--- config.mk ---
export PLATFORM = sky130hd
export DESIGN_NAME = tea_key_regs
export DESIGN_NICKNAME = d
export VERILOG_FILES = /design/src/sv/tea_pkg.sv /design/src/sv/tea_key_regs.sv
export SDC_FILE = /design/constraint.sdc
export NUM_CORES = 1
export LEC_CHECK = 0
export BUFFER_PORTS_ARGS = -buffer_cell sky130_fd_sc_hd__buf_2
export CORE_ASPECT_RATIO = 1.4
export CORE_UTILIZATION = 45
export DETAILED_ROUTE_END_ITERATION = 7
export PLACE_DENSITY = 0.7
export SYNTH_ARGS = -nofsm -noshare
export SYNTH_HDL_FRONTEND = slang
export SYNTH_SLANG_ARGS = --single-unit
--- constraint.sdc ---
create_clock -name clk_i -period 2.82 [get_ports clk_i]
set_clock_uncertainty 0.2 [all_clocks]
set_input_delay 0.141 -clock clk_i [delete_from_list [all_inputs] [get_ports clk_i]]
set_output_delay 0.141 -clock clk_i [all_outputs]
set_load 0.02 [all_outputs]
--- src/sv/tea_pkg.sv ---
// Shared types, constants and round-sum helpers for the TEA cipher pipeline.
// No dependencies; imported by every module of the block.
`timescale 1ns / 1ps
`default_nettype none

package tea_pkg;

  localparam int unsigned WordW     = 32;
  localparam int unsigned CfgIdxW   = 4;
  localparam int unsigned NumCycles = 32;
  localparam int unsigned NumStages = 2 * NumCycles;

  typedef logic [WordW-1:0]   word_t;
  typedef logic [CfgIdxW-1:0] cfg_idx_t;

  localparam word_t Delta    = 32'h9E37_79B9;
  localparam word_t DecStart = 32'hC6EF_3720;

  // Configuration register indexes.
  localparam cfg_idx_t CfgKey0 = 4'd0;
  localparam cfg_idx_t CfgKey1 = 4'd1;
  localparam cfg_idx_t CfgKey2 = 4'd2;
  localparam cfg_idx_t CfgKey3 = 4'd3;

  // Operation select carried by each block.
  localparam logic KindEncrypt = 1'b0;
  localparam logic KindDecrypt = 1'b1;

  typedef struct packed {
    logic  kind;
    word_t block_left;
    word_t block_right;
  } in_item_t;

  typedef struct packed {
    word_t result_left;
    word_t result_right;
  } out_item_t;

  typedef struct packed {
    word_t k0;
    word_t k1;
    word_t k2;
    word_t k3;
  } key_t;

  typedef struct packed {
    logic  kind;
    word_t left;
    word_t right;
  } stage_t;

  // Round sum used by encryption cycle cyc (sum is advanced before the cycle).
  function automatic word_t enc_sum(input int unsigned cyc);
    return word_t'(Delta * word_t'(cyc + 1));
  endfunction

  // Round sum used by decryption cycle cyc (sum is retired after the cycle).
  function automatic word_t dec_sum(input int unsigned cyc);
    return word_t'(DecStart - Delta * word_t'(cyc));
  endfunction

endpackage

`default_nettype wire

--- src/sv/tea_key_regs.sv ---
// Key register file: four 32-bit key words written over the configuration channel.
// Depends on tea_pkg.
`timescale 1ns / 1ps
`default_nettype none

module tea_key_regs import tea_pkg::*; (
  input  wire logic     clk_i,
  input  wire logic     rst_ni,
  input  wire logic     cfg_valid_i,
  output logic          cfg_ready_o,
  input  wire cfg_idx_t cfg_index_i,
  input  wire word_t    cfg_data_i,
  output key_t          key_o
);

  key_t key_d, key_q;

  assign cfg_ready_o = 1'b1;

  always_comb begin
    key_d = key_q;
    if (cfg_valid_i) begin
      // Writes to an index beyond the key words are dropped.
      unique case (cfg_index_i)
        CfgKey0: key_d.k0 = cfg_data_i;
        CfgKey1: key_d.k1 = cfg_data_i;
        CfgKey2: key_d.k2 = cfg_data_i;
        CfgKey3: key_d.k3 = cfg_data_i;
        default: key_d = key_q;
      endcase
    end
  end

  always_ff @(posedge clk_i or negedge rst_ni) begin
    if (!rst_ni) begin
      key_q <= '0;
    end else begin
      key_q <= key_d;
    end
  end

  assign key_o = key_q;

endmodule

`default_nettype wire

* Word level (Yosys, flattened, before mapping)
Cells that the tools add are included.
** Word-level totals
- Register bits after elaboration :: 128
- Output and inout bits :: 129
** Cells by class
- Equal/unequal tests :: 3
- Reductions and logical operators :: 5
** Operator list (count)
- $eq 4x2->1 const B :: 2
- $reduce_and 2->1 :: 4
- $eq 4x1->1 const B :: 1
- $logic_not 4->1 :: 1

* Longest topological paths before layout
Gate-level depths: netlist (run 1).
- Depth after elaboration :: 2
- Depth in mapped cells :: 5
- Gate-level depth less buffers :: 3

* Least setup slack after synthesis (run 1)
Ideal clock, no wire load.
- Path kind :: input-to-reg
- From :: in cfg_index_i[3]
- To :: reg key_q (netlist bit key_o[121])
- Library setup time :: 0.125 ns
- Arrival :: 1.114 ns
- Setup slack :: 1.381 ns
- Cell stages on the path :: 5
- Path through :: nor2_2 > and4bb_2 > clkbuf_2 > buf_6 > mux2_2
** Between the ends
- Cells in the longest elaborated chain, start to end :: 2
** Ends and longest elaborated chain
- start, declared :: line tea_key_regs.sv:11 : input wire cfg_idx_t cfg_index_i,
- $logic_not 4->1 :: line tea_key_regs.sv:24 : unique case (cfg_index_i)
- $reduce_and 2->1 (no source line)
- end signal, assigned :: line tea_key_regs.sv:38 : key_q <= key_d;
- end, declared :: line tea_key_regs.sv:16 : key_t key_d, key_q;
No other way between the ends.
A chain may end at the register's enable or synchronous reset.

* Worst setup path after layout (run 1)
- From :: in cfg_index_i[3]
- To :: reg key_q (netlist bit key_o[126])
Same word-level chain as after synthesis.

==> summary.txt, run 1 <==
Outcome
  • Status: finished clean

CTS
  • CTS root buf: clkbuf_16
  • CTS clock-pin slew for the worst setup and hold paths: 50 ps
  • Clock tree buffer depth: 2
  • CTS Sinks: 128
  • TritonCTS clock tree: yes
  • Clk Latency, worst-skew pair: 400 ps
  • CTS Buf Count: 17
  • Setup bufs post-CTS: 0
  • CTS H-tree lvls: 4

Layout
  • Post-route insts no fill: 637
  • Area Growth Syn to Fin: 38.69%
  • Largest register FFs: 128
  • Fin util: 64.27%
  • # diodes: 0
  • Fill cells: 812
  • Final #Nets: 525
  • Layout cells sized above 1: 65.93%

Worst setup path
  • Slowest stage delay, CP: 490 ps
  • Kind of end point of the critical path: flop
  • Worst EP arrival: 1660 ps
  • Crit-path cells: buf_2 > nor2_2 > and4bb_2 > buf_4 > mux2_2
  • Setup CP Type: primary input to flop
  • Startpoint types: primary input
  • Worst Path Max Fanout: 20
  • Slowest stage cell, crit path: and4bb_2
  • Worst Path Required: 2900 ps

Floorplan
  • Core area: 10350 µm²
  • Die area: 11080 µm²
  • Die width: 89.25 µm
  • I/O pins: 168
  • Initial Util: 46.34%
  • Die Y: 124.2 µm
  • Cell Rows: 44

Routing
  • Drt first pass iters: 4
  • DRC: 0
  • Top layer in use: met4
  • Routed vias: 3081
  • Detailed Route WL: 10610 µm
  • First DRT Iteration DRCs: 68
  • Final ANT Viol Nets: 0
  • Met1 Routed Length: 4357 µm
  • Met3 wire length: 542 µm
  • Via density per instance: 4.837
  • WL met2: 5525 µm
  • Avg WL per Cell: 16.65 µm

Worst hold path
  • HP Class: primary input to async pin

Global route
  • Pin count of the biggest net entering global routing: 66
  • First-pass GRT wire length: 15810 µm
  • Initial antenna violation count: 0
  • Total GRT Usage: 19.59%
  • Vias in the first global route: 3114
  • Total grt overflow: 0

Yosys
  • YS warnings: 0
  • Synthesized cell area: 4796 µm²
  • Syn_nets: 316
  • Top-count cell post-synth: dfrtp_1
  • Ranking of synthesized cells by area: dfrtp_1 (67%), mux2_2 (29%), mux2_1 (0.94%)
  • Synthesized flop and latch total: 128
  • Cell taking the most area after synthesis: dfrtp_1
  • Register area share after synthesis: 66.79%
  • Library cells used by synthesis: 13
  • Dominant synthesized flop cell: dfrtp_1
  • Ys async rst share: 100.0%
  • Mean post-synth cell area: 17.31 µm²
  • Post-synth EDFFs: 0
  • Top cells by count, synth: dfrtp_1 (128), mux2_2 (124), buf_2 (6), buf_4 (4), mux2_1 (4)
  • Yosys top cell area share: 66.79%
  • Post-Syn Instances: 277

Pwr
  • Leak Pwr: 3.296 nW
  • Pwr Density: 918.9 nW/µm²
  • VDD IR max: 0.5925 mV

Timing
  • Tcrit/Tclk final: 56.07%
  • Final worst path period need: 1581 ps
  • Max frequency: 632.4 MHz
  • Final slew viol count: 0
  • Setup violators final: 0
  • Final hold vios: 0
  • Slew @ Worst Pin: 812.5 ps
  • RSZ-0062 raised after global routing: no
  • Hold_ws: 175.1 ps
  • Setup ws final: 1239 ps
  • Slew headroom: 45.83%
  • Fin Setup TNS: 0 ps

Place
  • Worst slack, placed: 816.6 ps
  • # port buffers: 166
  • Post-DP HPWL: 6968 µm
  • Final GP Congestion: 0.6947
  • Dpl cells: 572

Flow run
  • Max-Cap Viols: 0
## cells by family after synthesis
group	count (synthesis)	share of synthesized area [%]
flip-flops	128	66.79
multiplexers	128	30.05
AND/OR/NAND/NOR	5	0.9133
other	1	0.07819
buffers and inverters	15	2.165
## power by group
group          leakage, nW  total [mW]  internal, mW  switching [mW]
clock                0.275        2.06          1.31           0.751
sequential            1.57        2.46          2.27           0.198
combinational         1.45        1.59         0.651           0.934
total                 3.30        6.11          4.23            1.88
## final timing paths
check                      slack, ps  cells past startpoint      startpoint    endpoint
setup / recovery                1240                      5  cfg_index_i[3]  key_o[126]
setup reg to reg                1840                      1       key_o[96]   key_o[96]
min in group clk_i               290                      1       key_o[87]   key_o[87]
max in group asynchronous       1470                      3          rst_ni  key_o[108]
hold reg to reg                  290                      1       key_o[87]   key_o[87]
hold / removal                   180                      2          rst_ni   key_o[49]
## per-layer routing
| metal | track usage (%) | up-vias |
|---|---|---|
| li1 | - | 1408 |
| met1 | 23.21 | 1552 |
| met2 | 33.21 | 108 |
| met3 | 6.362 | 13 |
| met4 | 6.845 | 0 |
| met5 | 0 | - |
## cell type report
class                   instances  area [µm²]  area share [%]
clock buffers                  20       446.7           6.716
flip-flops and latches        128        3203           48.16
well taps                     138       172.7           2.596
clock inverters                12       117.6           1.768
repair buffers                205        1221           18.36
multi-input cells             134        1490           22.40
## cell usage in the layout (no fill, tap or decap), types with 2 or more instances in the layout
cell type        n
clkbuf_16       17
clkinv_2         7
bufinv_16        2
dlygate4sd3_1   33
mux2_2         124
dfrtp_1        128
mux2_1           4
buf_2          165
clkbuf_1         2
buf_4            6
clkinvlp_4       3
## through the flow
step / power (mW) / instance area [µm²]
floorplan: 3.418 / 4796
global placement: 4.012 / 5757
detailed placement: 4.060 / 5757
CTS: 6.168 / 6651
global route: 6.388 / 6651
finish: 6.112 / 6651
## what timing repair did
item / 4_1_cts / 5_1_grt
hold buffers: 33 / 0
gates resized for setup: 0 / 0
endpoints found under the hold margin: 191 / 0
## critical path, delay by kind of cell
family | cells | cell delay (ps)
muxes | 1 | 380
buffers and inverters | 2 | 480
and+or+nand+nor | 2 | 640
No activity file was read; power rests on OpenSTA's default activity.
==> inputs of run 2 (changes only) <==
clock period = 1.6 ns   (was 2.82 ns; I/O delays follow)
==> run 2 against run 1 <==
Compared with the run above: critical path depth shrank 1; clock power is 71% higher; setup slack lost 1100 ps; global-route usage grew 1.9 points; combinational power up 76%; final cell count grew 0.78%; die area unchanged; sequential share of layout area decreased by 0.72 points; largest cell class unchanged.
==> summary.txt, run 2 (same netlist as run 1, synthesis figures left out) <==
Routing
  • Met1 Routed Length: 4278 µm (-1.8%)
  • Final ANT Viol Nets: 0 (unchanged)
  • Met3 wire length: 644 µm (+19%)
  • WL met2: 5938 µm (+7.5%)
  • Detailed Route WL: 11170 µm (+5.3%)
  • DRC: 0 (unchanged)
  • Drt first pass iters: 4 (unchanged)
  • Avg WL per Cell: 17.40 µm (+4.5%)
  • First DRT Iteration DRCs: 81 (+19%)
  • Routed vias: 3152 (+2.3%)
  • Top layer in use: met4
  • Via density per instance: 4.910 (+1.5%)

Timing
  • Max frequency: 686.4 MHz
  • Final hold vios: 0 (unchanged)
  • RSZ-0062 raised after global routing: no
  • Final slew viol count: 0 (unchanged)
  • Final worst path period need: 1457 ps
  • Tcrit/Tclk final: 91.05%
  • Fin Setup TNS: 0 ps (unchanged)
  • Setup violators final: 0 (unchanged)

Worst hold path
  • HP Start: cfg_index_i[0]
  • HP Class: primary input to flop

CTS
  • CTS clock-pin slew for the worst setup and hold paths: 50 ps (about the same)
  • CTS Buf Count: 17 (unchanged)
  • CTS H-tree lvls: 4 (unchanged)
  • CTS root buf: clkbuf_16
  • Setup bufs post-CTS: 0 (unchanged)
  • CTS Sinks: 128 (unchanged)
  • Post-cts resize count: 0 (unchanged)
  • TritonCTS clock tree: yes
  • Clk Latency, worst-skew pair: 400 ps (about the same)
  • Clock tree buffer depth: 2 (unchanged)

Pwr
  • Clock power share: 32.9% (-0.8 points)
  • Pwr Density: 1584 nW/µm² (+72%)
  • Switching power: 3.277 mW (+74%)
  • Sequential Power Share: 40.9% (+0.6 points)
  • Leak Pwr: 3.349 nW (+1.6%)
  • VDD IR max: 0.8523 mV (+44%)
  • Sw Ratio: 30.64% (-0.18 points)
  • Logic pwr share: 26.2% (+0.3 points)
  • Cell internal pwr: 7.421 mW (+76%)

Layout
  • Most common cell after layout, fill and taps aside: buf_2
  • Final #Nets: 532 (+1.3%)
  • Area Growth Syn to Fin: 40.80%
  • Final Instance Area: 6753 µm² (+1.5%)
  • Post-route insts no fill: 642 (+0.78%)
  • Layout cells sized above 1: 66.07% (+0.14 points)
  • Most frequent cells in the layout: buf_2 (165), dfrtp_1 (128), mux2_2 (124)
  • # diodes: 0 (unchanged)
  • Largest register FFs: 128 (unchanged)

Global route
  • First-pass GRT wire length: 17020 µm (+7.6%)
  • Vias in the first global route: 3291 (+5.7%)
  • Total GRT Usage: 21.46% (+1.9 points)
  • Pin count of the biggest net entering global routing: 59 (-11%)
  • Total grt overflow: 0 (unchanged)
  • Initial antenna violation count: 0 (unchanged)

Floorplan
  • Initial Util: 46.34% (unchanged)
  • I/O pins: 168 (unchanged)
  • Die area: 11080 µm² (unchanged)
  • Die width: 89.25 µm (unchanged)
  • Cell Rows: 44 (unchanged)
  • Core area: 10350 µm² (unchanged)
  • Die Y: 124.2 µm (unchanged)

Worst setup path
  • Kind of end point of the critical path: async pin
  • Worst Path Required: 1960 ps (-940 ps)
  • CP startpoint: rst_ni
  • Startpoint types: primary input
  • Reg-to-Reg End: key_o[99]
  • Reg-to-reg critical path startpoint: key_o[99]
  • Setup CP Type: primary input to async pin
  • Worst EP arrival: 1820 ps (+160 ps)
  • R2R Setup Slk: 600 ps (-1240 ps)
  • Worst R2R Path Depth: 1 (unchanged)
  • CP endpoint: key_o[31]
  • Worst Path Max Fanout: 58 (+190%)

Outcome
  • Status: finished clean

Flow run
  • Max-Cap Viols: 0 (unchanged)

Place
  • # port buffers: 166 (unchanged)
  • Dpl cells: 578 (+1.0%)
  • Final GP Congestion: 0.7446 (+7.2%)
  • Area after DPL: 5864 µm² (+1.9%)
  • Post-DP HPWL: 7574 µm (+8.7%)
==> run 2: area by class of cell <==
cell class,count,area (µm²)
multi-input cells,134,1490
flip-flops and latches,128,3203
clock inverters,7,60.06
fillers,820,3597
well taps,138,172.7
repair buffers,212,1339
clock buffers,23,488.0
==> run 2: power groups by stage <==
stage / Combinational (mW) / Sequential, mW / Clock (mW)
finish: 2.80 / 4.37 / 3.52
global route: 3.00 / 4.47 / 3.71
CTS: 2.84 / 4.37 / 3.60
global placement: 2.71 / 4.39 / 0
detailed placement: 2.76 / 4.42 / 0
floorplan: 0.678 / 5.35 / 0
==> run 2: per-layer routing <==
metal	vias up	track usage, %
li1	1415	-
met1	1591	24.10
met2	119	36.83
met3	27	6.428
met4	0	10.32
met5	-	0
==> run 2: critical path: stages <==
cell and delay (ps):
dlygate4sd3_1 520, dlygate4sd3_1 540, buf_4 300, buf_12 330
==> run 2: worst min path at each step <==
stage / endpoint / slack [ps] / depth (start not counted)
finish: key_o[11] / 180 / 4
global route: key_o[51] / 210 / 4
CTS: key_o[11] / 180 / 4
detailed placement: key_o[113] / -210 / 1
global placement: key_o[113] / -210 / 1
floorplan: key_o[0] / -420 / 0
==> run 2: timing repair <==
| item | CTS | global route |
|---|---|---|
| hold endpoints to repair | 256 | 0 |
| hold buffers | 34 | 0 |
| setup endpoints to repair | 0 | 0 |
==> run 2: through the flow <==
step | power, mW | hold WS (ps) | util, % | worst slack [ps]
6_report | 10.70 | 183.5 | 65.24 | 143.2
5_1_grt | 11.18 | 215.0 | 65.24 | 32.22
4_1_cts | 10.81 | 178.2 | 65.24 | 137.6
3_5_place_dp | 7.179 | -209.1 | 56.66 | 50.13
3_3_place_gp | 7.099 | -212.5 | 56.66 | 88.66
2_1_floorplan | 6.024 | -415.6 | - | 221.9
