--- src/sv/tea_pkg.sv ---
// Shared types, constants and round-sum helpers for the TEA cipher pipeline.
// No dependencies; imported by every module of the block.
`timescale 1ns / 1ps
`default_nettype none

package tea_pkg;

  localparam int unsigned WordW     = 32;
  localparam int unsigned CfgIdxW   = 4;
  localparam int unsigned NumCycles = 32;
  localparam int unsigned NumStages = 2 * NumCycles;

  typedef logic [WordW-1:0]   word_t;
  typedef logic [CfgIdxW-1:0] cfg_idx_t;

  localparam word_t Delta    = 32'h9E37_79B9;
  localparam word_t DecStart = 32'hC6EF_3720;

  // Configuration register indexes.
  localparam cfg_idx_t CfgKey0 = 4'd0;
  localparam cfg_idx_t CfgKey1 = 4'd1;
  localparam cfg_idx_t CfgKey2 = 4'd2;
  localparam cfg_idx_t CfgKey3 = 4'd3;

  // Operation select carried by each block.
  localparam logic KindEncrypt = 1'b0;
  localparam logic KindDecrypt = 1'b1;

  typedef struct packed {
    logic  kind;
    word_t block_left;
    word_t block_right;
  } in_item_t;

  typedef struct packed {
    word_t result_left;
    word_t result_right;
  } out_item_t;

  typedef struct packed {
    word_t k0;
    word_t k1;
    word_t k2;
    word_t k3;
  } key_t;

  typedef struct packed {
    logic  kind;
    word_t left;
    word_t right;
  } stage_t;

  // Round sum used by encryption cycle cyc (sum is advanced before the cycle).
  function automatic word_t enc_sum(input int unsigned cyc);
    return word_t'(Delta * word_t'(cyc + 1));
  endfunction

  // Round sum used by decryption cycle cyc (sum is retired after the cycle).
  function automatic word_t dec_sum(input int unsigned cyc);
    return word_t'(DecStart - Delta * word_t'(cyc));
  endfunction

endpackage

`default_nettype wire

--- src/sv/tea_half_round.sv ---
// One registered Feistel half-round of TEA, for both encryption and decryption.
// Depends on tea_pkg; instantiated once per pipeline stage by tea_block_cipher.
`timescale 1ns / 1ps
`default_nettype none

module tea_half_round import tea_pkg::*; (
  input  wire logic   clk_i,
  input  wire logic   rst_ni,
  input  wire logic   en_i,
  input  wire logic   second_half_i,
  input  wire word_t  sum_enc_i,
  input  wire word_t  sum_dec_i,
  input  wire key_t   key_i,
  input  wire logic   valid_i,
  input  wire stage_t data_i,
  output logic        valid_o,
  output stage_t      data_o
);

  logic   upd_left;
  word_t  w, s, ka, kb, mix, tgt, res;
  stage_t data_d, data_q;
  logic   valid_q;

  // Encryption updates left then right; decryption runs the halves reversed.
  assign upd_left = (data_i.kind == KindEncrypt) ? !second_half_i : second_half_i;

  always_comb begin
    w   = upd_left ? data_i.right : data_i.left;
    tgt = upd_left ? data_i.left  : data_i.right;
    ka  = upd_left ? key_i.k0 : key_i.k2;
    kb  = upd_left ? key_i.k1 : key_i.k3;
    s   = (data_i.kind == KindDecrypt) ? sum_dec_i : sum_enc_i;
    mix = ((w << 4) + ka) ^ (w + s) ^ ((w >> 5) + kb);
    res = (data_i.kind == KindDecrypt) ? (tgt - mix) : (tgt + mix);
    data_d      = data_i;
    if (upd_left) begin
      data_d.left = res;
    end else begin
      data_d.right = res;
    end
  end

  always_ff @(posedge clk_i or negedge rst_ni) begin
    if (!rst_ni) begin
      valid_q <= 1'b0;
    end else if (en_i) begin
      valid_q <= valid_i;
    end
  end

  always_ff @(posedge clk_i) begin
    if (en_i) begin
      data_q <= data_d;
    end
  end

  assign valid_o = valid_q;
  assign data_o  = data_q;

endmodule

`default_nettype wire

--- config.mk ---
export PLATFORM = sky130hd
export DESIGN_NAME = tea_half_round
export DESIGN_NICKNAME = d
export VERILOG_FILES = /design/src/sv/tea_pkg.sv /design/src/sv/tea_half_round.sv
export SDC_FILE = /design/constraint.sdc
export NUM_CORES = 1
export LEC_CHECK = 0
export ABC_AREA = 1
export BUFFER_PORTS_ARGS = -buffer_cell sky130_fd_sc_hd__buf_2
export CAP_MARGIN = 20
export CORE_MARGIN = 2
export CORE_UTILIZATION = 57
export DETAILED_ROUTE_END_ITERATION = 12
export PLACE_DENSITY = 0.84
export SYNTH_ARGS = -nofsm -noshare
export SYNTH_HDL_FRONTEND = slang
export SYNTH_SLANG_ARGS = --single-unit
--- constraint.sdc ---
create_clock -name clk_i -period 1 [get_ports clk_i]
set_clock_uncertainty 0.15 [all_clocks]
set_input_delay 0 -clock clk_i [delete_from_list [all_inputs] [get_ports clk_i]]
set_output_delay 0 -clock clk_i [all_outputs]
set_load 0.02 [all_outputs]
==> results of run 1 <==
per-layer routing:
metal	GRT overflow	global-route usage
met1	16	0.8239
met2	291	1.028
met3	7	0.7799
met4	153	0.9314
met5	2	0.4659
through the flow:
step,cells,util,hold slack (ns)
after floorplan,2482,-,-0.4456
after global placement,3599,0.8279,-0.3757
after detailed placement,3599,0.8279,-0.3744
after CTS,3680,0.9411,-0.1706
synthesized netlist by cell type, types with 2 or more instances:
cell type | number | share of area
nand2_1 | 980 | 0.26
inv_1 | 313 | 0.083
nand3_1 | 161 | 0.057
nor2_1 | 161 | 0.043
o21ai_0 | 148 | 0.053
a21oi_1 | 131 | 0.047
ha_1 | 118 | 0.10
edfxtp_1 | 65 | 0.14
xor2_1 | 59 | 0.037
xnor2_1 | 55 | 0.034
nand2_2 | 36 | 0.016
nand4_1 | 36 | 0.016
clkbuf_1 | 35 | 0.0093
nor3_1 | 23 | 0.0082
nand3b_1 | 21 | 0.011
or2_2 | 12 | 0.0053
nor4_1 | 10 | 0.0044
a31oi_1 | 9 | 0.0040
nor2_2 | 9 | 0.0040
o21bai_1 | 8 | 0.0043
buf_1 | 6 | 0.0016
inv_2 | 6 | 0.0016
nand2_4 | 6 | 0.0048
nand3_2 | 6 | 0.0043
o21ai_1 | 6 | 0.0021
a21boi_0 | 5 | 0.0027
a21o_1 | 4 | 0.0021
buf_6 | 4 | 0.0032
mux2i_1 | 4 | 0.0028
o211ai_1 | 4 | 0.0021
o21a_1 | 4 | 0.0021
or2_1 | 4 | 0.0018
buf_2 | 3 | 0.0011
nor2_4 | 3 | 0.0024
o21ai_2 | 3 | 0.0019
o221ai_1 | 3 | 0.0019
a211oi_1 | 2 | 0.0011
fa_1 | 2 | 0.0028
cell families after synthesis:
family | after synthesis | share of synthesized area
flip-flops | 66 | 0.1405
XOR/XNOR | 116 | 0.07372
AND/OR/NAND/NOR | 1474 | 0.4452
buffers and inverters | 369 | 0.1023
AO/OA/AOI/OAI | 332 | 0.1269
adder cells (fa/ha/maj) | 120 | 0.1078
multiplexers | 5 | 0.003646
repair_timing:
action                                 CTS
endpoints found under the hold margin   70
gates resized for setup                379
cloned                                  10
pin swaps                              108
setup buffers                           44
setup endpoints to repair              103
hold buffers                            11
==> summary.txt, run 1 <==
Die
  • I/O pins: 328
  • Die Span X: 161.1 um
  • Starting density of the core: 0.5803
  • Die Ht: 161.1 um
  • Core Rows: 57

Clocking
  • Sink Count: 66
  • Root Driver: clkbuf_16
  • Clock buffer count from CTS: 9
  • H-tree Lvls: 3
  • Clock Path Buffers: 2

Global route
  • Pin count of the biggest net entering global routing: 37
  • Gr usage total: 0.8758
  • Vias in the first global route: 29860
  • Congestion Overflow GR: 469
  • First-pass GRT wire length: 180400 um

Place
  • Routability Congestion: 1.067
  • Post-DP Area: 20070 um^2
  • PortBufs: 327
  • Post-Place Setup Slack: -5.082 ns
  • Post-DP HPWL: 49370 um

Logic synthesis
  • Mean Syn Cell Area: 5.669 um^2
  • Synthesis-stage register bit count: 66
  • Synthesized Nets: 2864
  • Mapped Area: 14070 um^2
  • Sequential share of the synthesized area: 0.1405
  • Synth async-reset ratio: 0.01515
  • Number of synthesis warnings: 0
  • Synthesized instance count: 2482
  • Post-synth top flop: edfxtp_1
  • Unique masters post-synth: 55
  • Count of flip-flops with a built-in enable after synthesis: 65

Run status
  • Halt Stage: global routing (5_1_grt)
  • Outcome: aborted with a tool error
  • Err: [ERROR GRT-0116] Global routing finished with congestion. Check the congestion regions in the DRC Viewer.
==> run 2, diff against run 1 <==
--- a/config.mk
+++ b/config.mk
@@ -9,9 +9,9 @@
 export BUFFER_PORTS_ARGS = -buffer_cell sky130_fd_sc_hd__buf_2
 export CAP_MARGIN = 20
 export CORE_MARGIN = 2
-export CORE_UTILIZATION = 57
+export CORE_UTILIZATION = 40
 export DETAILED_ROUTE_END_ITERATION = 12
-export PLACE_DENSITY = 0.84
+export PLACE_DENSITY_LB_ADDON = 0.15
 export SYNTH_ARGS = -nofsm -noshare
 export SYNTH_HDL_FRONTEND = slang
 export SYNTH_SLANG_ARGS = --single-unit
==> run 2 against run 1 <==
Compared with the run above:
- the flow now finishes, with violations (hold timing, setup timing)
- synthesized cell count is the same
- synthesized area stayed put
==> summary.txt, run 2 <==
Power and ir drop
  • PD cells: 2406 nW/um^2
  • Leak: 13.21 nW
  • Max VDD drop: 0.002319 V

Logic synthesis
  • Largest family of logic cells by synthesized area: simple AND/OR/NAND/NOR gates (unchanged)
  • Mean Syn Cell Area: 5.669 um^2 (unchanged)
  • Post-synthesis adder-cell area fraction: 0.1078 (unchanged)
  • Synth async-reset ratio: 0.01515 (unchanged)
  • Post-synthesis simple-gate area fraction: 0.4452 (unchanged)
  • Top cells by count, synth: nand2_1, inv_1, nand3_1, nor2_1, o21ai_0 (unchanged)
  • Mapped Area: 14070 um^2 (unchanged)
  • Synthesis-stage register bit count: 66 (unchanged)
  • Number of synthesis warnings: 0 (unchanged)
  • Synthesized Nets: 2864 (unchanged)
  • Count of flip-flops with a built-in enable after synthesis: 65 (unchanged)
  • Synth top area cells: nand2_1, edfxtp_1, ha_1 (unchanged)
  • Compound-cell area share of the yosys netlist: 0.1269 (unchanged)
  • Post-synth top flop: edfxtp_1 (unchanged)
  • Count leader, synth: nand2_1 (unchanged)
  • Synth Area in XOR/XNOR: 0.07372 (unchanged)
  • Synthesized instance count: 2482 (unchanged)
  • Sequential share of the synthesized area: 0.1405 (unchanged)
  • Cell taking the most area after synthesis: nand2_1 (unchanged)
  • Multiplexer area fraction after synthesis: 0.003646 (unchanged)
  • Synth top area share: 0.2614 (unchanged)
  • Unique masters post-synth: 55 (unchanged)

Die
  • I/O pins: 328 (unchanged)
  • Die Span X: 191.6 um (was 161.1 um)
  • Die Area: 36690 um^2
  • Die Ht: 191.6 um (was 161.1 um)
  • Starting density of the core: 0.4063 (was 0.5803)
  • Core area: 34630 um^2
  • Core Rows: 68 (was 57)

Critical path
  • CP Launch Point: data_i[64]
  • Critical Path Sink: data_o[26]
  • R2R depth: 1
  • Terminus of the critical flop-to-flop path: valid_o
  • Critical Path RT: 0.94 ns
  • Critical-path top delay cell: ha_1
  • Worst path depth: 40
  • Worst Path Max Fanout: 8
  • RR Startpoint: valid_o
  • CP Launch Type: input pin
  • CP max stage delay: 0.32 ns
  • Setup CP Type: input pin to flop
  • CP delay by family, top: simple AND/OR/NAND/NOR gates
  • WP buf/inv: 10
  • Worst path most repeated cell: nand2_1
  • Worst Setup End Kind: flop
  • WP data arrival: 5.24 ns
  • R2R Setup Slk: 0.09 ns

Finish
  • Leading cell type in the layout, fill and taps excluded: nand2_1
  • Design area: 24820 um^2
  • Most frequent cells in the layout: nand2_1, buf_4, inv_1
  • Final Net Count: 3848
  • Post-layout util: 0.7169
  • Share of cells above drive strength 1: 0.4425
  • Finished Layout Cells: 3926
  • Largest register FFs: 65
  • Number of diodes: 0
  • Syn-to-layout area delta: 76.42%

Timing
  • Final setup fails: 125
  • Fin. Hold Viols: 51
  • Period utilisation layout: 5.300
  • RSZ-0062 raised after global routing: yes
  • Pins Over Slew Limit: 0
  • Fmax: 188.7 MHz
  • Max transition margin: 0.6174
  • Worst-margin pin slew: 0.5679 ns
  • Final min period: 5.300 ns
  • Post-route setup slack: -4.300 ns
  • Final hold slack: -0.1355 ns

Global route
  • Initial antenna violation count: 0
  • Vias in the first global route: 19240
  • Congestion Overflow GR: 0
  • Pin count of the biggest net entering global routing: 34
  • First-pass GRT wire length: 99470 um
  • Gr usage total: 0.3535

Route
  • Routed WL per cell: 18.01 um
  • Vias/cell: 5.280
  • DRT antenna net count: 0
  • Routed WL: 70690 um
  • Via Count: 20730
  • Remaining DRCs: 0
  • DRT Pass-1 Iters: 7
  • Drt initial violations: 1513

Min path
  • Hold Crit Class: input pin to flop

Place
  • Post-Place Setup Slack: -5.133 ns (was -5.082 ns)
  • Post-DP HPWL: 54680 um (was 49370 um)
  • Placed Cells: 3809 (was 3599)
  • Routability Congestion: 1.055 (was 1.067)
  • Post-DP Area: 20870 um^2 (was 20070 um^2)
  • PortBufs: 327 (unchanged)

Clocking
  • Root Driver: clkbuf_16 (unchanged)
  • Hold_buf cts: 10 (was 11)
  • Sink Count: 66 (unchanged)
  • Clock Path Buffers: 2 (unchanged)
  • Clock buffer count from CTS: 9 (unchanged)
  • Clk Latency, worst-skew pair: 0.34 ns
  • H-tree Lvls: 3 (unchanged)
  • Clock transition at path regs: 0.06 ns
  • CTS tree: built

Run
  • MaxCap Viol Count: 0

Run status
  • Failing checks: hold timing, setup timing
  • Outcome: finished, violations left (was aborted with a tool error)
run 2: layout make-up:
cell class / count / area, um^2
fill: 2803 / 9804
clock inverter: 7 / 123.9
multi-input combinational: 2052 / 13220
sequential: 66 / 1977
clock buffer: 9 / 225.2
tap: 455 / 569.3
timing repair buffer: 1018 / 7495
inverter: 319 / 1217
run 2: logic make-up after synthesis:
logic type | count (synthesis)
simple gates | 1474
buf+inv | 369
compound gates | 332
fa+ha+maj | 120
xor+xnor | 116
flops | 66
mux | 5
run 2: per-stage QoR:
step	hold WS (ns)	power, mW	setup TNS, ns
after floorplan	-0.4456	25.37	-215.93
after detailed placement	-0.3749	42.09	-276.11
after global placement	-0.3747	41.62	-272.55
after global routing	-0.1345	62.94	-252.81
final	-0.1355	59.72	-240.05
after CTS	-0.1741	51.44	-221.13
run 2: where the power goes:
group	leakage, nW	switching [mW]	internal [mW]	total (mW)
Combinational	12.4	27.1	23.7	50.8
Clock	0.167	1.31	2.46	3.76
Sequential	0.645	0.402	4.72	5.13
run 2: metal layers:
layer	up-vias	global-route usage	part of all wire
met1	9562	0.4523	0.41
met2	968	0.6211	0.48
li1	9997	-	-
met5	-	0	0
met4	0	0.1251	0.042
met3	203	0.02735	0.071
run 2: how the worst min path moves through the flow:
stage               cells past startpoint       start  slack, ns          to
floorplan                               0      rst_ni      -0.45     valid_o
CTS                                     3  data_i[54]      -0.17  data_o[54]
global route                            3  data_i[53]      -0.13  data_o[53]
detailed placement                      1      rst_ni      -0.37     valid_o
global placement                        1      rst_ni      -0.37     valid_o
finish                                  3  data_i[49]      -0.14  data_o[49]
run 2: timing repair:
action,CTS,global route
hold endpoints to repair,65,50
gates cloned,5,3
pin swaps,110,130
gates resized for setup,337,314
endpoints found under the setup margin,129,130
buffers inserted,50,35
run 2: tightest hold or removal path, delay by kind of cell:
family | cells | cell delay [ns]
buf+inv | 1 | 0.10
simple gates | 1 | 0.09
compound gates | 1 | 0.06
Note: power is estimated with default switching activity, not from simulation.
==> run 3, diff against run 2 <==
--- a/config.mk
+++ b/config.mk
@@ -12,6 +12,7 @@
 export CORE_UTILIZATION = 40
 export DETAILED_ROUTE_END_ITERATION = 12
 export PLACE_DENSITY_LB_ADDON = 0.15
+export SETUP_SLACK_MARGIN = 0.1
 export SYNTH_ARGS = -nofsm -noshare
 export SYNTH_HDL_FRONTEND = slang
 export SYNTH_SLANG_ARGS = --single-unit
==> run 3 against run 2 <==
Compared with the run above:
- the run still ends with hold timing, setup timing left
- sequential power shrank 3%
- largest power group unchanged
- sequential share of layout area up 0.37 points
- setup slack worse by 0.068 ns
- critical path depth rose by 2
==> summary.txt, run 3 (synthesized netlist as in run 2, its figures left out) <==
Finish
  • Fill cells: 3059 (was 2803)
  • Most frequent cells in the layout: nand2_1, buf_4, buf_2 (was nand2_1, buf_4, inv_1)
  • Final Net Count: 3826 (was 3848)
  • Finished Layout Cells: 3904 (was 3926)
  • Post-layout util: 0.6856 (was 0.7169)
  • Leading cell type in the layout, fill and taps excluded: nand2_1 (unchanged)
  • Syn-to-layout area delta: 68.73% (was 76.42%)
  • Number of diodes: 0 (unchanged)
  • Share of cells above drive strength 1: 0.4094 (was 0.4425)
  • Largest register FFs: 65 (unchanged)

Global route
  • Initial antenna violation count: 0 (unchanged)
  • First-pass GRT wire length: 98010 um (was 99470 um)
  • Pin count of the biggest net entering global routing: 46 (was 34)
  • Gr usage total: 0.3488 (was 0.3535)
  • Vias in the first global route: 19040 (was 19240)
  • Congestion Overflow GR: 0 (unchanged)

Route
  • DRT antenna net count: 0 (unchanged)
  • Remaining DRCs: 0 (unchanged)
  • Drt initial violations: 1447 (was 1513)
  • Via Count: 20270 (was 20730)
  • Routed WL: 67950 um (was 70690 um)
  • Vias/cell: 5.191 (was 5.280)
  • Routed WL per cell: 17.41 um (was 18.01 um)
  • DRT Pass-1 Iters: 5 (was 7)

Clocking
  • Clock transition at path regs: 0.06 ns (about the same)
  • Clock buffer count from CTS: 9 (unchanged)
  • CTS tree: built (unchanged)
  • Clk Latency, worst-skew pair: 0.34 ns (about the same)
  • Root Driver: clkbuf_16 (unchanged)
  • Clock Path Buffers: 2 (unchanged)
  • H-tree Lvls: 3 (unchanged)
  • Sink Count: 66 (unchanged)
  • Hold_buf cts: 7 (was 10)

Min path
  • HP Start: data_i[62] (was data_i[49])
  • Hold depth: 3 (unchanged)
  • Hold Crit Class: input pin to flop (unchanged)
  • Hold Path End: data_o[62] (was data_o[49])

Critical path
  • Critical Path RT: 0.95 ns (was 0.94 ns)
  • RR Startpoint: valid_o (unchanged)
  • CP delay by family, top: simple AND/OR/NAND/NOR gates (unchanged)
  • WP data arrival: 5.32 ns (was 5.24 ns)
  • Setup CP Type: input pin to flop (unchanged)
  • R2R Setup Slk: 0.06 ns (was 0.09 ns)
  • Worst path most repeated cell: nand2_1 (unchanged)
  • R2R depth: 1 (unchanged)
  • Terminus of the critical flop-to-flop path: valid_o (unchanged)
  • Critical-path top delay cell: ha_1 (unchanged)
  • CP Launch Type: input pin (unchanged)
  • WP buf/inv: 9 (was 10)
  • Worst Setup End Kind: flop (unchanged)
  • Worst Path Max Fanout: 14 (was 8)
  • CP max stage delay: 0.39 ns (was 0.32 ns)

Power and ir drop
  • Leak: 12.87 nW (was 13.21 nW)
  • PnR Total Power: 56.27 mW (was 59.72 mW)
  • PD cells: 2370 nW/um^2 (was 2406 nW/um^2)
  • Max VDD drop: 0.002302 V (was 0.002319 V)

Place
  • PortBufs: 327 (unchanged)
  • Post-Place Setup Slack: -5.217 ns (was -5.133 ns)
  • Post-DP HPWL: 54550 um (was 54680 um)
  • Routability Congestion: 1.014 (was 1.055)
  • Placed Cells: 3790 (was 3809)

Die
  • I/O pins: 328 (unchanged)
  • Die Span X: 191.6 um (unchanged)
  • Starting density of the core: 0.4063 (unchanged)
  • Core area: 34630 um^2 (unchanged)
  • Die Ht: 191.6 um (unchanged)
  • Die Area: 36690 um^2 (unchanged)
  • Core Rows: 68 (unchanged)

Timing
  • Pins Over Slew Limit: 0 (unchanged)
  • Fmax: 186.3 MHz (was 188.7 MHz)
  • Fin. Hold Viols: 59 (was 51)
  • Post-route setup slack: -4.368 ns (was -4.300 ns)
  • Final min period: 5.368 ns (was 5.300 ns)
  • Max transition margin: 0.5204 (was 0.6174)
  • RSZ-0062 raised after global routing: yes (unchanged)
  • Worst-margin pin slew: 0.7119 ns (was 0.5679 ns)
  • Final setup fails: 114 (was 125)
  • Final hold slack: -0.1878 ns (was -0.1355 ns)
  • Period utilisation layout: 5.368 (was 5.300)

Run status
  • Failing checks: hold timing, setup timing (unchanged)
  • Outcome: finished, violations left (unchanged)

Run
  • MaxCap Viol Count: 0 (unchanged)
[run 3: metrics by stage]
step                TNS, ns  cell area [um^2]
floorplan           -215.93             14400
global route        -259.97             23740
finish              -243.58             23740
global placement    -277.71             20780
detailed placement  -281.67             20780
CTS                 -230.51             22870
[run 3: metal layers]
layer,global-route usage,up-vias,wire [um]
li1,-,9932,-
met4,0.1290,0,2874
met5,0,-,0
met1,0.4560,9288,28900
met3,0.03066,162,4915
met2,0.5951,885,31260
[run 3: repair_timing]
item | CTS | global route
setup buffers | 65 | 31
resized for setup | 290 | 139
gates cloned | 4 | 1
setup endpoints to repair | 131 | 131
endpoints found under the hold margin | 66 | 55
pin swaps | 102 | 95
[run 3: power by group]
group	switching (mW)	leakage, nW	total, mW	internal, mW
clock network	1.19	0.147	3.12	1.92
registers	0.282	0.644	4.99	4.71
logic	25.6	12.1	48.2	22.5
[run 3: how the worst max path moves through the flow]
stage	from	end	slack [ns]	cells after the start
after floorplan	data_i[64]	data_o[31]	-4.21	48
after global placement	data_i[64]	data_o[26]	-5.19	37
after detailed placement	data_i[64]	data_o[26]	-5.22	39
after CTS	data_i[64]	data_o[63]	-4.17	46
after global routing	data_i[64]	data_o[24]	-4.65	43
final	second_half_i	data_o[31]	-4.37	42
[run 3: cell type report]
cell class | instances | area [um^2] | share of cell area
clock inverter | 7 | 70.07 | 0.002951
clock buffer | 9 | 225.2 | 0.009486
inverter | 319 | 1217 | 0.05128
sequential | 66 | 1978 | 0.08332
multi-input combinational | 2049 | 12530 | 0.5277
tap | 455 | 569.3 | 0.02398
timing repair buffer | 999 | 7152 | 0.3012
==> run 4, diff against run 3 <==
==> constraint.sdc (replaced) <==
create_clock -name clk_i -period 1 [get_ports clk_i]
set_clock_uncertainty 0.15 [all_clocks]
set_input_delay 0.05 -clock clk_i [delete_from_list [all_inputs] [get_ports clk_i]]
set_output_delay 0.05 -clock clk_i [all_outputs]
set_load 0.02 [all_outputs]
==> run 4 against run 3 <==
Compared with the run above:
- the flow still finishes with violations (hold timing, setup timing)
- via count rose by 4.6%
- sequential share of layout area fell by 0.65 points
- worst hold slack improved by 0.044 ns
- clock power rose by 15%
- global-route usage rose by 0.93 points
- largest cell class unchanged
==> summary.txt, run 4 (synthesized netlist as in run 2, its figures left out) <==
Run status
  • Outcome: finished, violations left (unchanged)
  • Failing checks: hold timing, setup timing (unchanged)

Global route
  • Congestion Overflow GR: 0 (unchanged)
  • First-pass GRT wire length: 100300 um (was 98010 um)
  • Gr usage total: 0.3580 (was 0.3488)
  • Initial antenna violation count: 1 (was 0)
  • Vias in the first global route: 19350 (was 19040)
  • Pin count of the biggest net entering global routing: 46 (unchanged)

Power and ir drop
  • Max VDD drop: 0.002982 V (was 0.002302 V)
  • PD cells: 2491 nW/um^2 (was 2370 nW/um^2)
  • Leak: 13.51 nW (was 12.87 nW)

Die
  • Die Area: 36690 um^2 (unchanged)
  • Core area: 34630 um^2 (unchanged)
  • Die Ht: 191.6 um (unchanged)
  • Starting density of the core: 0.4063 (unchanged)
  • Core Rows: 68 (unchanged)
  • I/O pins: 328 (unchanged)
  • Die Span X: 191.6 um (unchanged)

Timing
  • Final hold slack: -0.1435 ns (was -0.1878 ns)
  • Setup Total Neg Slack: -248.95 ns (was -243.58 ns)
  • Fin. Hold Viols: 45 (was 59)
  • RSZ-0062 raised after global routing: yes (unchanged)
  • Fmax: 180.2 MHz (was 186.3 MHz)
  • Final setup fails: 130 (was 114)
  • Post-route setup slack: -4.550 ns (was -4.368 ns)
  • Max transition margin: 0.4822 (was 0.5204)
  • Pins Over Slew Limit: 0 (unchanged)
  • Final min period: 5.550 ns (was 5.368 ns)
  • Period utilisation layout: 5.550 (was 5.368)
  • Worst-margin pin slew: 0.7686 ns (was 0.7119 ns)

Clocking
  • Clk Latency, worst-skew pair: 0.35 ns (was 0.34 ns)
  • Clock buffer count from CTS: 9 (unchanged)
  • Hold_buf cts: 3 (was 7)
  • Sink Count: 66 (unchanged)
  • Clock transition at path regs: 0.06 ns (about the same)
  • Clock Path Buffers: 2 (unchanged)
  • CTS tree: built (unchanged)
  • Root Driver: clkbuf_16 (unchanged)
  • H-tree Lvls: 3 (unchanged)

Place
  • Post-DP Area: 20670 um^2 (was 20780 um^2)
  • PortBufs: 327 (unchanged)
  • Placed Cells: 3786 (was 3790)
  • Routability Congestion: 1.004 (was 1.014)
  • Post-DP HPWL: 54970 um (was 54550 um)
  • Post-Place Setup Slack: -5.176 ns (was -5.217 ns)

Finish
  • Fill cells: 2592 (was 3059)
  • Number of diodes: 0 (unchanged)
  • Leading cell type in the layout, fill and taps excluded: nand2_1 (unchanged)
  • Largest register FFs: 65 (unchanged)
  • Post-layout util: 0.7440 (was 0.6856)
  • Syn-to-layout area delta: 83.10% (was 68.73%)
  • Design area: 25760 um^2 (was 23740 um^2)
  • Share of cells above drive strength 1: 0.4760 (was 0.4094)
  • Finished Layout Cells: 3949 (was 3904)
  • Final Net Count: 3871 (was 3826)
  • Most frequent cells in the layout: nand2_1, buf_4, buf_2 (unchanged)

Critical path
  • Worst path depth: 30 (was 42)
  • WP buf/inv: 9 (unchanged)
  • Critical-path top delay cell: o21ai_0 (was ha_1)
  • CP max stage delay: 0.62 ns (was 0.39 ns)
  • Worst Path Max Fanout: 10 (was 14)
  • R2R depth: 1 (unchanged)
  • Setup CP Type: input pin to flop (unchanged)
  • CP Launch Type: input pin (unchanged)
  • WP data arrival: 5.48 ns (was 5.32 ns)
  • CP delay by family, top: compound AO/OA/AOI/OAI gates (was simple AND/OR/NAND/NOR gates)
  • Critical Path RT: 0.93 ns (was 0.95 ns)
  • Worst Setup End Kind: flop (unchanged)

Route
  • Top sig layer: met5 (was met4)
  • Via Count: 21200 (was 20270)
  • Routed WL: 74960 um (was 67950 um)
  • Routed WL per cell: 18.98 um (was 17.41 um)
  • DR WL met2: 34740 um (was 31260 um)
  • Metal3 WL: 5425 um (was 4915 um)
  • DRT antenna net count: 0 (unchanged)
  • Drt initial violations: 1655 (was 1447)
  • DRT Pass-1 Iters: 7 (was 5)
  • Vias/cell: 5.369 (was 5.191)
  • Wl on met1: 30570 um (was 28900 um)
  • Remaining DRCs: 0 (unchanged)

Run
  • MaxCap Viol Count: 0 (unchanged)

Min path
  • Hold depth: 3 (unchanged)
  • Hold Crit Class: input pin to flop (unchanged)
## run 4: changes by cell type in the layout (fill, tap and decap cells not counted), moves of 19 or more
cell and change:
buf_2 -32, buf_6 +70, ha_1 -20, inv_1 -19, nand2_1 -68, nand2_2 +37, nand2_4 +30, nor2_1 -21
o21ai_0 -22
## run 4: routing by layer
metal	GRT usage	vias to the layer above
met4	0.1293	2
met5	0	-
li1	-	10040
met2	0.6212	1059
met1	0.4650	9799
met3	0.02497	299
## run 4: path summary, 6_finish.rpt
kind                       slack (ns)       start    endpoint
max                             -4.55  data_i[64]  data_o[15]
min                             -0.14  data_i[62]  data_o[62]
max reg2reg                      0.06     valid_o     valid_o
min reg2reg                      0.40     valid_o     valid_o
max in group asynchronous        0.21      rst_ni     valid_o
min in group asynchronous        0.38      rst_ni     valid_o
## run 4: worst min-delay path: stages
cell     delay (ns)
buf_2          0.09
nand2_1        0.06
nand2_1        0.06
## run 4: area by class of cell
class / count / area, um^2 / area share
Clock buffer: 9 / 225.2 / 0.008742
Clock inverter: 7 / 100.1 / 0.003885
Inverter: 319 / 1232 / 0.04784
Multi-Input combinational cell: 2049 / 13780 / 0.5348
Sequential cell: 66 / 1978 / 0.07678
Tap cell: 455 / 569.3 / 0.02210
Timing Repair Buffer: 1044 / 7880 / 0.3059
## run 4: stage by stage
step,power [mW],hold slack [ns]
after detailed placement,42.23,-0.3243
after global routing,67.45,-0.1126
after floorplan,25.37,-0.3956
final,64.18,-0.1435
after global placement,41.75,-0.3245
after CTS,52.33,-0.1362
## run 4: where the power goes
| part | internal [mW] | switching (mW) | total [mW] |
|---|---|---|---|
| clock | 2.21 | 1.39 | 3.60 |
| combinational | 25.8 | 29.6 | 55.4 |
| sequential | 4.73 | 0.455 | 5.19 |
## run 4: repair_timing
action / in CTS / in global routing
setup endpoints to repair: 131 / 131
hold endpoints to repair: 54 / 40
setup buffers: 94 / 48
gates cloned: 3 / 4
gates resized for setup: 359 / 496
pin swaps: 130 / 188
